$ cat src/rtl/bdc_pkg.sv
// ----------------------------------------------------------------------------
// bdc_pkg: shared types and constants for the button debounce classifier
// Event and phase codes, register indexes, reset values and the result struct.
// ----------------------------------------------------------------------------
package bdc_pkg;

  localparam int unsigned DEB_W   = 8;
  localparam int unsigned TICK_W  = 16;
  localparam int unsigned PRESS_W = 8;
  localparam int unsigned CFG_AW  = 2;
  localparam int unsigned CFG_DW  = 16;

  localparam logic [TICK_W-1:0]  TICK_MAX  = '1;
  localparam logic [PRESS_W-1:0] PRESS_MAX = '1;

  localparam logic [CFG_AW-1:0] REG_DEBOUNCE_TICKS   = 2'd0;
  localparam logic [CFG_AW-1:0] REG_LONG_PRESS_TICKS = 2'd1;
  localparam logic [CFG_AW-1:0] REG_CLICK_GAP_TICKS  = 2'd2;

  localparam logic [DEB_W-1:0]  DEBOUNCE_TICKS_RST   = 8'd3;
  localparam logic [TICK_W-1:0] LONG_PRESS_TICKS_RST = 16'd100;
  localparam logic [TICK_W-1:0] CLICK_GAP_TICKS_RST  = 16'd30;

  typedef enum logic [2:0] {
    EV_NONE    = 3'd0,
    EV_PRESS   = 3'd1,
    EV_RELEASE = 3'd2,
    EV_LONG    = 3'd3,
    EV_CLICK   = 3'd4,
    EV_HOLD    = 3'd5
  } event_t;

  typedef enum logic [1:0] {
    PH_IDLE     = 2'd0,
    PH_PRESSED  = 2'd1,
    PH_RELEASED = 2'd2,
    PH_HOLD     = 2'd3
  } phase_t;

  typedef struct packed {
    logic [PRESS_W-1:0] click_count;
    logic               event_fired;
    event_t             event_code;
  } result_t;

endpackage

$ cat src/rtl/bdc_debounce.sv
// ----------------------------------------------------------------------------
// bdc_debounce: raw level debouncer
// Accepts a level change once it has persisted for the configured tick count.
// ----------------------------------------------------------------------------
module bdc_debounce (
  input  logic                     clk,
  input  logic                     rst,
  input  logic                     step,
  input  logic                     raw_level,
  input  logic [bdc_pkg::DEB_W-1:0] debounce_ticks,
  output logic                     level
);

  logic                      stable_level;
  logic                      stable_level_next;
  logic [bdc_pkg::DEB_W-1:0] debounce_count;
  logic [bdc_pkg::DEB_W-1:0] debounce_count_next;
  logic [bdc_pkg::DEB_W-1:0] count_inc;

  assign count_inc = debounce_count + 1'b1;

  always_comb begin
    stable_level_next   = stable_level;
    debounce_count_next = '0;
    if (raw_level != stable_level) begin
      // A threshold of zero passes the compare at once, same as one.
      if (count_inc >= debounce_ticks) begin
        stable_level_next = raw_level;
      end else begin
        debounce_count_next = count_inc;
      end
    end
  end

  assign level = stable_level_next;

  always_ff @(posedge clk) begin
    if (rst) begin
      stable_level   <= 1'b0;
      debounce_count <= '0;
    end else if (step) begin
      stable_level   <= stable_level_next;
      debounce_count <= debounce_count_next;
    end
  end

endmodule

$ cat src/rtl/bdc_classifier.sv
// ----------------------------------------------------------------------------
// bdc_classifier: press, release, click, long press and hold state machine
// Keeps the phase, the saturating tick and press counters and the held event.
// ----------------------------------------------------------------------------
module bdc_classifier (
  input  logic                      clk,
  input  logic                      rst,
  input  logic                      step,
  input  logic                      level,
  input  logic [bdc_pkg::TICK_W-1:0] long_press_ticks,
  input  logic [bdc_pkg::TICK_W-1:0] click_gap_ticks,
  output bdc_pkg::result_t          result
);

  bdc_pkg::phase_t              phase;
  bdc_pkg::phase_t              phase_next;
  bdc_pkg::event_t              current_event;
  bdc_pkg::event_t              event_next;
  logic                         fired;
  logic [bdc_pkg::TICK_W-1:0]   tick_count;
  logic [bdc_pkg::TICK_W-1:0]   tick_count_next;
  logic [bdc_pkg::TICK_W-1:0]   tick_inc;
  logic [bdc_pkg::PRESS_W-1:0]  press_count;
  logic [bdc_pkg::PRESS_W-1:0]  press_count_next;
  logic [bdc_pkg::PRESS_W-1:0]  press_inc;

  assign tick_inc = (phase != bdc_pkg::PH_IDLE && tick_count != bdc_pkg::TICK_MAX) ?
                    tick_count + 1'b1 : tick_count;
  assign press_inc = (press_count != bdc_pkg::PRESS_MAX) ? press_count + 1'b1 : press_count;

  // Next phase.
  always_comb begin
    phase_next = phase;
    case (phase)
      bdc_pkg::PH_IDLE: begin
        if (level) phase_next = bdc_pkg::PH_PRESSED;
      end
      bdc_pkg::PH_PRESSED: begin
        if (!level) phase_next = bdc_pkg::PH_RELEASED;
        else if (tick_inc >= long_press_ticks) phase_next = bdc_pkg::PH_HOLD;
      end
      bdc_pkg::PH_RELEASED: begin
        if (level) phase_next = bdc_pkg::PH_PRESSED;
        else if (tick_inc >= click_gap_ticks) phase_next = bdc_pkg::PH_IDLE;
      end
      bdc_pkg::PH_HOLD: begin
        if (!level) phase_next = bdc_pkg::PH_IDLE;
      end
      default: phase_next = bdc_pkg::PH_IDLE;
    endcase
  end

  // Event and counter updates.
  always_comb begin
    event_next       = current_event;
    fired            = 1'b0;
    press_count_next = press_count;
    tick_count_next  = tick_inc;
    case (phase)
      bdc_pkg::PH_IDLE: begin
        if (level) begin
          event_next       = bdc_pkg::EV_PRESS;
          fired            = 1'b1;
          press_count_next = press_inc;
          tick_count_next  = '0;
        end else begin
          event_next = bdc_pkg::EV_NONE;
        end
      end
      bdc_pkg::PH_PRESSED: begin
        if (!level) begin
          event_next      = bdc_pkg::EV_RELEASE;
          fired           = 1'b1;
          tick_count_next = '0;
        end else if (tick_inc >= long_press_ticks) begin
          event_next       = bdc_pkg::EV_LONG;
          fired            = 1'b1;
          press_count_next = '0;
          tick_count_next  = '0;
        end
      end
      bdc_pkg::PH_RELEASED: begin
        if (level) begin
          event_next       = bdc_pkg::EV_PRESS;
          fired            = 1'b1;
          press_count_next = press_inc;
          tick_count_next  = '0;
        end else if (tick_inc >= click_gap_ticks) begin
          event_next       = bdc_pkg::EV_CLICK;
          fired            = 1'b1;
          press_count_next = '0;
          tick_count_next  = '0;
        end
      end
      bdc_pkg::PH_HOLD: begin
        fired = 1'b1;
        if (level) begin
          event_next = bdc_pkg::EV_HOLD;
        end else begin
          event_next       = bdc_pkg::EV_RELEASE;
          press_count_next = '0;
          tick_count_next  = '0;
        end
      end
      default: begin
        event_next = bdc_pkg::EV_NONE;
      end
    endcase
  end

  assign result.event_code  = event_next;
  assign result.event_fired = fired;
  assign result.click_count = press_count_next;

  always_ff @(posedge clk) begin
    if (rst) begin
      phase         <= bdc_pkg::PH_IDLE;
      current_event <= bdc_pkg::EV_NONE;
      tick_count    <= '0;
      press_count   <= '0;
    end else if (step) begin
      phase         <= phase_next;
      current_event <= event_next;
      tick_count    <= tick_count_next;
      press_count   <= press_count_next;
    end
  end

  // The holding phase raises an event on every tick it spends there.
  a_hold_fires: assert property (@(posedge clk) disable iff (rst)
    (step && phase == bdc_pkg::PH_HOLD) |-> result.event_fired)
    else $error("hold phase tick without a fired event");

  // A fired beat never carries the no-event code.
  a_fired_has_event: assert property (@(posedge clk) disable iff (rst)
    (step && result.event_fired) |-> (result.event_code != bdc_pkg::EV_NONE))
    else $error("fired flag with no event code");

  // State only moves on a processed tick.
  a_state_holds: assert property (@(posedge clk) disable iff (rst)
    !step |=> ($stable(phase) && $stable(tick_count) && $stable(press_count)))
    else $error("classifier state changed without a tick");

  // Entering the holding phase starts a fresh click sequence.
  a_long_clears: assert property (@(posedge clk) disable iff (rst)
    (step && phase == bdc_pkg::PH_PRESSED && phase_next == bdc_pkg::PH_HOLD)
    |=> (press_count == '0 && tick_count == '0))
    else $error("long press did not clear the counters");

endmodule

$ cat src/rtl/button_debounce_click_fsm.sv
// ----------------------------------------------------------------------------
// button_debounce_click_fsm: debounced button event classifier
// One beat per scan tick in, one result beat per tick out.
// ----------------------------------------------------------------------------
// An accepted input beat is held in the input register and its result in the
// result register on m_tdata. Throughput: one beat per cycle while m_tready is
// high; the two registers form a two-stage pipeline, so a new tick enters
// while a result waits. Reset (synchronous, rst high) clears both stages, the
// debounce and event state, and loads the register reset values.
module button_debounce_click_fsm (
  input  logic                        clk,
  input  logic                        rst,
  input  logic                        s_tvalid,
  output logic                        s_tready,
  input  logic [7:0]                  s_tdata,  // [0] raw_level, [7:1] ignored
  output logic                        m_tvalid,
  input  logic                        m_tready,
  output logic [15:0]                 m_tdata,  // [2:0] event_code, [3] event_fired,
                                                // [11:4] click_count, [15:12] zero
  input  logic                        cfg_we,
  input  logic [bdc_pkg::CFG_AW-1:0]  cfg_addr,
  input  logic [bdc_pkg::CFG_DW-1:0]  cfg_wdata
);

  logic [bdc_pkg::DEB_W-1:0]  debounce_ticks;
  logic [bdc_pkg::TICK_W-1:0] long_press_ticks;
  logic [bdc_pkg::TICK_W-1:0] click_gap_ticks;

  logic             in_valid;
  logic             in_raw;
  logic             advance;
  logic             level;
  bdc_pkg::result_t result;
  bdc_pkg::result_t out_res;
  logic             out_valid;

  always_ff @(posedge clk) begin
    if (rst) begin
      debounce_ticks   <= bdc_pkg::DEBOUNCE_TICKS_RST;
      long_press_ticks <= bdc_pkg::LONG_PRESS_TICKS_RST;
      click_gap_ticks  <= bdc_pkg::CLICK_GAP_TICKS_RST;
    end else if (cfg_we) begin
      case (cfg_addr)
        bdc_pkg::REG_DEBOUNCE_TICKS:   debounce_ticks   <= cfg_wdata[bdc_pkg::DEB_W-1:0];
        bdc_pkg::REG_LONG_PRESS_TICKS: long_press_ticks <= cfg_wdata;
        bdc_pkg::REG_CLICK_GAP_TICKS:  click_gap_ticks  <= cfg_wdata;
        default: ;
      endcase
    end
  end

  // The held tick moves on when the result register is free or being drained.
  assign advance  = in_valid && (!out_valid || m_tready);
  assign s_tready = !in_valid || advance;

  always_ff @(posedge clk) begin
    if (rst) begin
      in_valid <= 1'b0;
    end else if (s_tvalid && s_tready) begin
      in_valid <= 1'b1;
    end else if (advance) begin
      in_valid <= 1'b0;
    end
  end

  always_ff @(posedge clk) begin
    if (s_tvalid && s_tready) begin
      in_raw <= s_tdata[0];
    end
  end

  bdc_debounce u_debounce (
    .clk            (clk),
    .rst            (rst),
    .step           (advance),
    .raw_level      (in_raw),
    .debounce_ticks (debounce_ticks),
    .level          (level)
  );

  bdc_classifier u_classifier (
    .clk              (clk),
    .rst              (rst),
    .step             (advance),
    .level            (level),
    .long_press_ticks (long_press_ticks),
    .click_gap_ticks  (click_gap_ticks),
    .result           (result)
  );

  always_ff @(posedge clk) begin
    if (rst) begin
      out_valid <= 1'b0;
    end else if (advance) begin
      out_valid <= 1'b1;
    end else if (m_tready) begin
      out_valid <= 1'b0;
    end
  end

  always_ff @(posedge clk) begin
    if (advance) begin
      out_res <= result;
    end
  end

  assign m_tvalid = out_valid;
  assign m_tdata  = {4'b0000, out_res};

endmodule

$ cat config.mk
export PLATFORM = sky130hd
export DESIGN_NAME = button_debounce_click_fsm
export DESIGN_NICKNAME = d
export VERILOG_FILES = /design/src/rtl/bdc_pkg.sv /design/src/rtl/bdc_debounce.sv /design/src/rtl/bdc_classifier.sv /design/src/rtl/button_debounce_click_fsm.sv
export SDC_FILE = /design/constraint.sdc
export NUM_CORES = 1
export LEC_CHECK = 0
export BUFFER_PORTS_ARGS = -buffer_cell sky130_fd_sc_hd__buf_4
export CAP_MARGIN = 40
export CORE_MARGIN = 4
export CORE_UTILIZATION = 38
export DETAILED_ROUTE_END_ITERATION = 6
export PLACE_DENSITY = 0.66
export SLEW_MARGIN = 20
export SYNTH_ARGS = -nofsm -noshare
export SYNTH_HDL_FRONTEND = slang
export SYNTH_HIERARCHICAL = 1
export SYNTH_SLANG_ARGS = --single-unit
$ cat constraint.sdc
create_clock -name clk -period 5 [get_ports clk]
set_clock_uncertainty 0.15 [all_clocks]
set_input_delay 0.25 -clock clk [delete_from_list [all_inputs] [get_ports clk]]
set_output_delay 0.25 -clock clk [all_outputs]
set_load 0.1 [all_outputs]
After elaboration in Yosys (flattened, before gate mapping)
Index checks and enable logic that the tools add are counted.
{"block": "op_classes", "addsub": 3, "order_cmp": 3, "eq_ne": 12, "muxes": 44, "n_reduce_logical": 16}
{"cell": "$mux W16", "count": 7}
{"cell": "$mux W8", "count": 9}
{"cell": "$pmux W16 S4", "count": 1}
{"cell": "$ge A16 B16 Y1", "count": 2}
{"cell": "$pmux W8 S4", "count": 1}
{"cell": "$add A16 B1 Y16 const B", "count": 1}
{"cell": "$add A8 B1 Y8 const B", "count": 2}
{"cell": "$ne A16 B16 Y1 const B", "count": 1}
{"cell": "$mux W3", "count": 5}
{"cell": "$mux W1", "count": 12}
{"cell": "$mux W2", "count": 6}
{"cell": "$pmux W3 S4", "count": 1}
{"cell": "$ge A8 B8 Y1", "count": 1}
{"cell": "$ne A8 B8 Y1 const B", "count": 1}
{"cell": "$pmux W2 S4", "count": 1}
{"cell": "$eq A2 B2 Y1 const B", "count": 3}
{"cell": "$reduce_and A2 Y1", "count": 3}
{"cell": "$reduce_bool A2 Y1", "count": 3}
{"cell": "$reduce_and A5 Y1", "count": 1}
{"cell": "$eq A2 B1 Y1 const B", "count": 2}
{"cell": "$logic_not A2 Y1", "count": 2}
{"cell": "$pmux W1 S4", "count": 1}
{"cell": "$logic_and A1 B1 Y1", "count": 3}
{"cell": "$ne A3 B1 Y1 const B", "count": 1}
{"cell": "6 further kinds", "count": 8}
{"block": "totals", "register_bits": 93, "inputBits": 31, "out_inout_bits": 18, "wordCells": 93}

Logic depth before layout (Yosys ltp)
{"block": "depth", "word_depth": 7, "depth_mapped": 16, "depth_no_buf": 15}

Modules after synthesis
The synthesis kept the hierarchy.
{"module": "bdc_classifier", "instances": 1, "cells_each": 455, "area_each_um2": 3290.7, "seq_area_each_um2": 580.6}
{"module": "button_debounce_click_fsm", "instances": 1, "cells_each": 189, "area_each_um2": 2172.1, "seq_area_each_um2": 1231.2}
{"module": "bdc_debounce", "instances": 1, "cells_each": 83, "area_each_um2": 740.7, "seq_area_each_um2": 180.2}

Worst setup path before layout
OpenSTA, ideal clock, no wires.
{"block": "synth_timing", "path_kind": "register -> register", "from": "register u_debounce/debounce_count[0] (netlist bit)", "to": "register out_res, in the netlist m_tdata[7] (data pin)", "setup_time_ns": 0.261, "arrival_ns": 3.336, "required_ns": 4.589, "path_slack_ns": 1.253, "stages_incl_launch_ff": 15, "path_buffers": 1, "period_less_slack_ns": 3.747, "cell_sequence": "dfxtp_1 > ha_1 > and3_1 > nand3_1 > xnor2_1 > ha_1 > and3_1 > a221oi_2 > o21ai_0 > mux2_2 > clkbuf_1 > o31ai_1 > or2_2 > nor3b_1 > a221o_1"}
{"element": "start: declaration", "line_no": "bdc_debounce.sv:16", "source": "logic [bdc_pkg::DEB_W-1:0] debounce_count;"}
{"element": "start signal: assignment", "line_no": "bdc_debounce.sv:43", "source": "debounce_count <= debounce_count_next;"}
{"element": "end signal: assignment", "line_no": "button_debounce_click_fsm.sv:103", "source": "out_res <= result;"}
{"element": "end: declaration", "line_no": "button_debounce_click_fsm.sv:34", "source": "bdc_pkg::result_t out_res;"}

Worst setup path in the final report
{"block": "layout_timing", "from": "register u_debounce/debounce_count[0] (netlist bit)", "to": "register u_classifier/press_count[6] (netlist bit)"}
{"block": "layout_between", "elab_chain_cells": 6, "word_cells_on_any_way": 9, "classes_between": "1 x add/sub; 1 x order compare; 7 x mux"}
{"element": "$add A8 B1 Y8 (*)", "line_no": "bdc_debounce.sv:20", "source": "assign count_inc = debounce_count + 1'b1;"}
{"element": "$ge A8 B8 Y1 (*)", "line_no": "bdc_debounce.sv:27", "source": "if (count_inc >= debounce_ticks) begin"}
{"element": "$mux W1 (*)", "line_no": "bdc_debounce.sv:27"}
{"element": "$mux W1 (*)", "line_no": "bdc_debounce.sv:25", "source": "if (raw_level != stable_level) begin"}
{"element": "named net level", "line_no": "button_debounce_click_fsm.sv:32", "source": "logic level;"}
{"element": "$mux W8, on equally long branches"}
{"element": "$pmux W8 S4 (*)", "line_no": "bdc_classifier.sv:59", "source": "case (phase)"}
{"element": "end signal: assignment", "line_no": "bdc_classifier.sv:125", "source": "press_count <= press_count_next;"}
{"element": "end: declaration", "line_no": "bdc_classifier.sv:23", "source": "logic [bdc_pkg::PRESS_W-1:0] press_count;"}
Mark *: on every way through the listed nets, which the timed path passes. The rest lies on a longest branch.
A chain may end at the register's enable or synchronous reset.

==> metrics <==
reg2reg setup slack 570 ps; pre-CTS WS 642 ps; switching fraction of total power 27.6%; Worst path slowest cell mux2_2; critical path data arrival time 4540 ps; GR met1 Demand/Resource 21.7%; Post-CTS Hold Fix Bufs 2; site row count 46; number of synthesized flops with an enable pin 13; area growth from synthesis to layout 11.7%; IO Pins 49; Via density 5.39; total number of vias 5203; cell area after layout 6930 µm²; CTS Buffer Depth 2; reg-to-reg startpoint u_debounce/debounce_count[0]; Worst Hold Path EP long_press_ticks[5]; diode count 0; Mean Syn Cell Area 8.53 µm²; CTS clk-pin slew, worst paths 70 ps; Yosys reg bits 93; WHS 12.4 ps; R2R depth 15; Clock Latency Late Sink 360 ps; Setup TNS 0 ps; Leakage 2.81 nW; Max Cap Viol 0; Crit path required time 5110 ps; synthesized instance count 727; first-pass GRT wire length 23700 µm; clock group share of total power 40.5%; clock period minus worst slack 4430 ps; Ys Warns 6; Core Util, Final 43.5%; Rel. slew slack 41.5%; share of layout cells above drive strength 1 10.8%; setup violators final 0; TritonCTS clock tree built; Pins Over Slew Limit 0; Internal 1.22 mW; Core Box Area 15900 µm²; Yosys cell types 73; reg2reg end u_classifier/press_count[6]; H-tree levels 3; worst setup path category flip-flop to flip-flop; register share of total power 46.8%; CP max stage delay 540 ps; IO Port Bufs 37; Async S/R FF share, synth 0%; Synth area leaders dfxtp_1 26%, ha_1 8.7%, mux2i_1 7.3%; die height 136 µm; die area 18400 µm²; cts bufs inserted 9; gr usage total 15.9%; Routed Antenna Nets 0; slack of the critical path 574 ps; GR Overflow Total 0; Critical Path Fanout Max 19; CP endpoint kind flip-flop; DP HPWL 10200 µm; Die X 136 µm; placed cell areas 6620 µm²; largest net degree at the start of global routing 94; main flop type after synthesis dfxtp_1; post-synthesis sequential area ratio 32.1%; RSZ-0062 raised after global routing false; Post-route DRC 0; CP Cell Sequence ha_1, and3_1, nand3_1, xnor2_1, ha_1, and3_1, a221oi_2, o21ai_0, mux2_2, inv_1, nand2_1, nand2_1, a211oi_1, nor2_1, o32ai_1; M3 GR Usage 2.90%; wire per inst 14.9 µm; status completed; number of global-route vias before repair 4805; HP Start cfg_wdata[5]; Hold Crit Depth 3; DRT iter0 DRCs 414; busiest grt layer met2; CTS resizes 0; Top delay family on crit path compound AO/OA/AOI/OAI gates; final period utilization 88.5%; logic gate share of total power 12.7%; # Post-CTS Setup Buffers 0; routed wire length 14400 µm; Final nets 819; gpl congestion 0.869; worst slew pin tran 868 ps; Crit path buffers/inverters 1; CP Launch Type flip-flop; Mapped Area 6200 µm²; f_max 226 MHz; initial core utilization 38.9%; Clock Sinks 93; largest area contributor in the netlist dfxtp_1; Synth top area share 25.8%; DRT Pass-1 Iters 5; worst hold path type input pin to flip-flop; cell area power density 243 nW/µm²; fillcell total 1590; grt met2 use 25.0%; final hold vios 0; Net Sw Power 0.465 mW; VDD IR max 0.157 mV; initial antenna violation count 0; CTS root buf clkbuf_16
-- cell families after synthesis --
group	Yosys count	share of synthesized area, %
simple gates	266	23.4
compound gates	151	17.4
buf+inv	99	6.82
flops	93	32.1
mux	49	7.99
fa+ha+maj	43	8.67
xor+xnor	25	3.53
other cells	1	0.0605
-- routing by layer --
metal  routed length (µm)  up-vias
li1                     -     2620
met1                 6930     2424
met2                 6430      136
met3                  701       23
met4                  306        0
met5                    0        -
-- power by group through the flow --
stage | combinational [mW] | sequential (mW) | clock [mW]
2_1_floorplan | 0.130 | 0.839 | 0
3_3_place_gp | 0.211 | 0.805 | 0
3_5_place_dp | 0.213 | 0.806 | 0
4_1_cts | 0.215 | 0.789 | 0.700
5_1_grt | 0.233 | 0.791 | 0.726
6_report | 0.215 | 0.788 | 0.682
-- worst max path at each step --
stage | startpoint | to | slack (ps) | cells past startpoint
6_report | u_debounce/debounce_count[0] | u_classifier/press_count[6] | 570 | 15
5_1_grt | u_debounce/debounce_count[0] | u_classifier/press_count[6] | 270 | 15
4_1_cts | u_debounce/debounce_count[0] | u_classifier/press_count[6] | 610 | 15
3_5_place_dp | u_debounce/debounce_count[0] | u_classifier/press_count[6] | 640 | 15
3_3_place_gp | u_debounce/debounce_count[0] | u_classifier/press_count[6] | 710 | 15
2_1_floorplan | u_debounce/debounce_count[0] | m_tdata[7] | 1250 | 14
-- layout by cell type, fill, tap and decap left out, types with 3 or more instances in the layout --
cell / n
o21ai_0: 18
o21a_1: 6
edfxtp_1: 13
and4_1: 5
o221ai_1: 3
mux2i_1: 45
clkbuf_16: 10
a21o_1: 7
o32ai_1: 3
a221o_1: 4
o211ai_1: 23
nand2_1: 54
a211oi_1: 11
o31ai_1: 5
nor3_1: 7
inv_1: 52
nand3_1: 21
nor2_1: 47
and3_1: 10
buf_4: 48
a31oi_1: 9
or2_2: 3
nor2b_1: 3
and3b_1: 3
xnor2_1: 20
o2111ai_1: 3
ha_1: 43
nand2b_1: 68
a21oi_1: 34
conb_1: 4
nand3b_1: 8
dfxtp_1: 80
and2_1: 4
nand4_1: 14
xor2_1: 5
nor4_1: 5
mux2_2: 4
-- sequential cells by signal (all words and copies together) (netlist names) --
signal and cells:
u_classifier/current_event 3, debounce_ticks 8, m_tdata 12, u_debounce/stable_level 1
in_raw 1, long_press_ticks 16, u_classifier/phase 2, click_gap_ticks 16
u_classifier/press_count 8, in_valid 1, m_tvalid 1, u_classifier/tick_count 16
u_debounce/debounce_count 8
-- area by class of cell --
cell class                 instances  area [µm²]  share of cell area [%]
multi-input combinational        538        3800                    54.8
sequential                        93        1990                    28.7
timing repair buffer              50         380                    5.49
tap                              216         270                    3.90
clock buffer                      12         258                    3.72
inverter                          53         199                    2.87
clock inverter                     4        30.0                   0.433
-- worst reg2reg max path: cells and delay by family, from the launching register on --
family	cells	cell delay, ps
AO/OA/AOI/OAI	4	1210
flip-flops	1	410
XOR/XNOR	1	200
multiplexers	1	540
adder cells (fa/ha/maj)	2	530
AND/OR/NAND/NOR	6	1010
buffers and inverters	1	280
-- cell usage after synthesis, types with 6 or more instances --
cell	n
nor2_1	47
clkbuf_1	23
ha_1	43
mux2i_1	45
nand3b_1	8
a21oi_1	34
inv_1	52
edfxtp_1	13
a211oi_1	11
buf_2	14
nand2_1	54
a21o_1	7
dfxtp_1	80
nor3_1	7
o21a_1	6
a31oi_1	9
o211ai_1	23
nand4_1	14
nand2b_1	68
nand3_1	21
and3_1	10
o21ai_0	18
xnor2_1	20
-- metrics by stage --
| step | cells | total power [mW] |
|---|---|---|
| after floorplan | 730 | 0.969 |
| after global placement | 947 | 1.02 |
| after detailed placement | 948 | 1.02 |
| after CTS | 966 | 1.70 |
| after global routing | 966 | 1.75 |
| final | 966 | 1.68 |
Note: power is estimated with default switching activity, not from simulation.
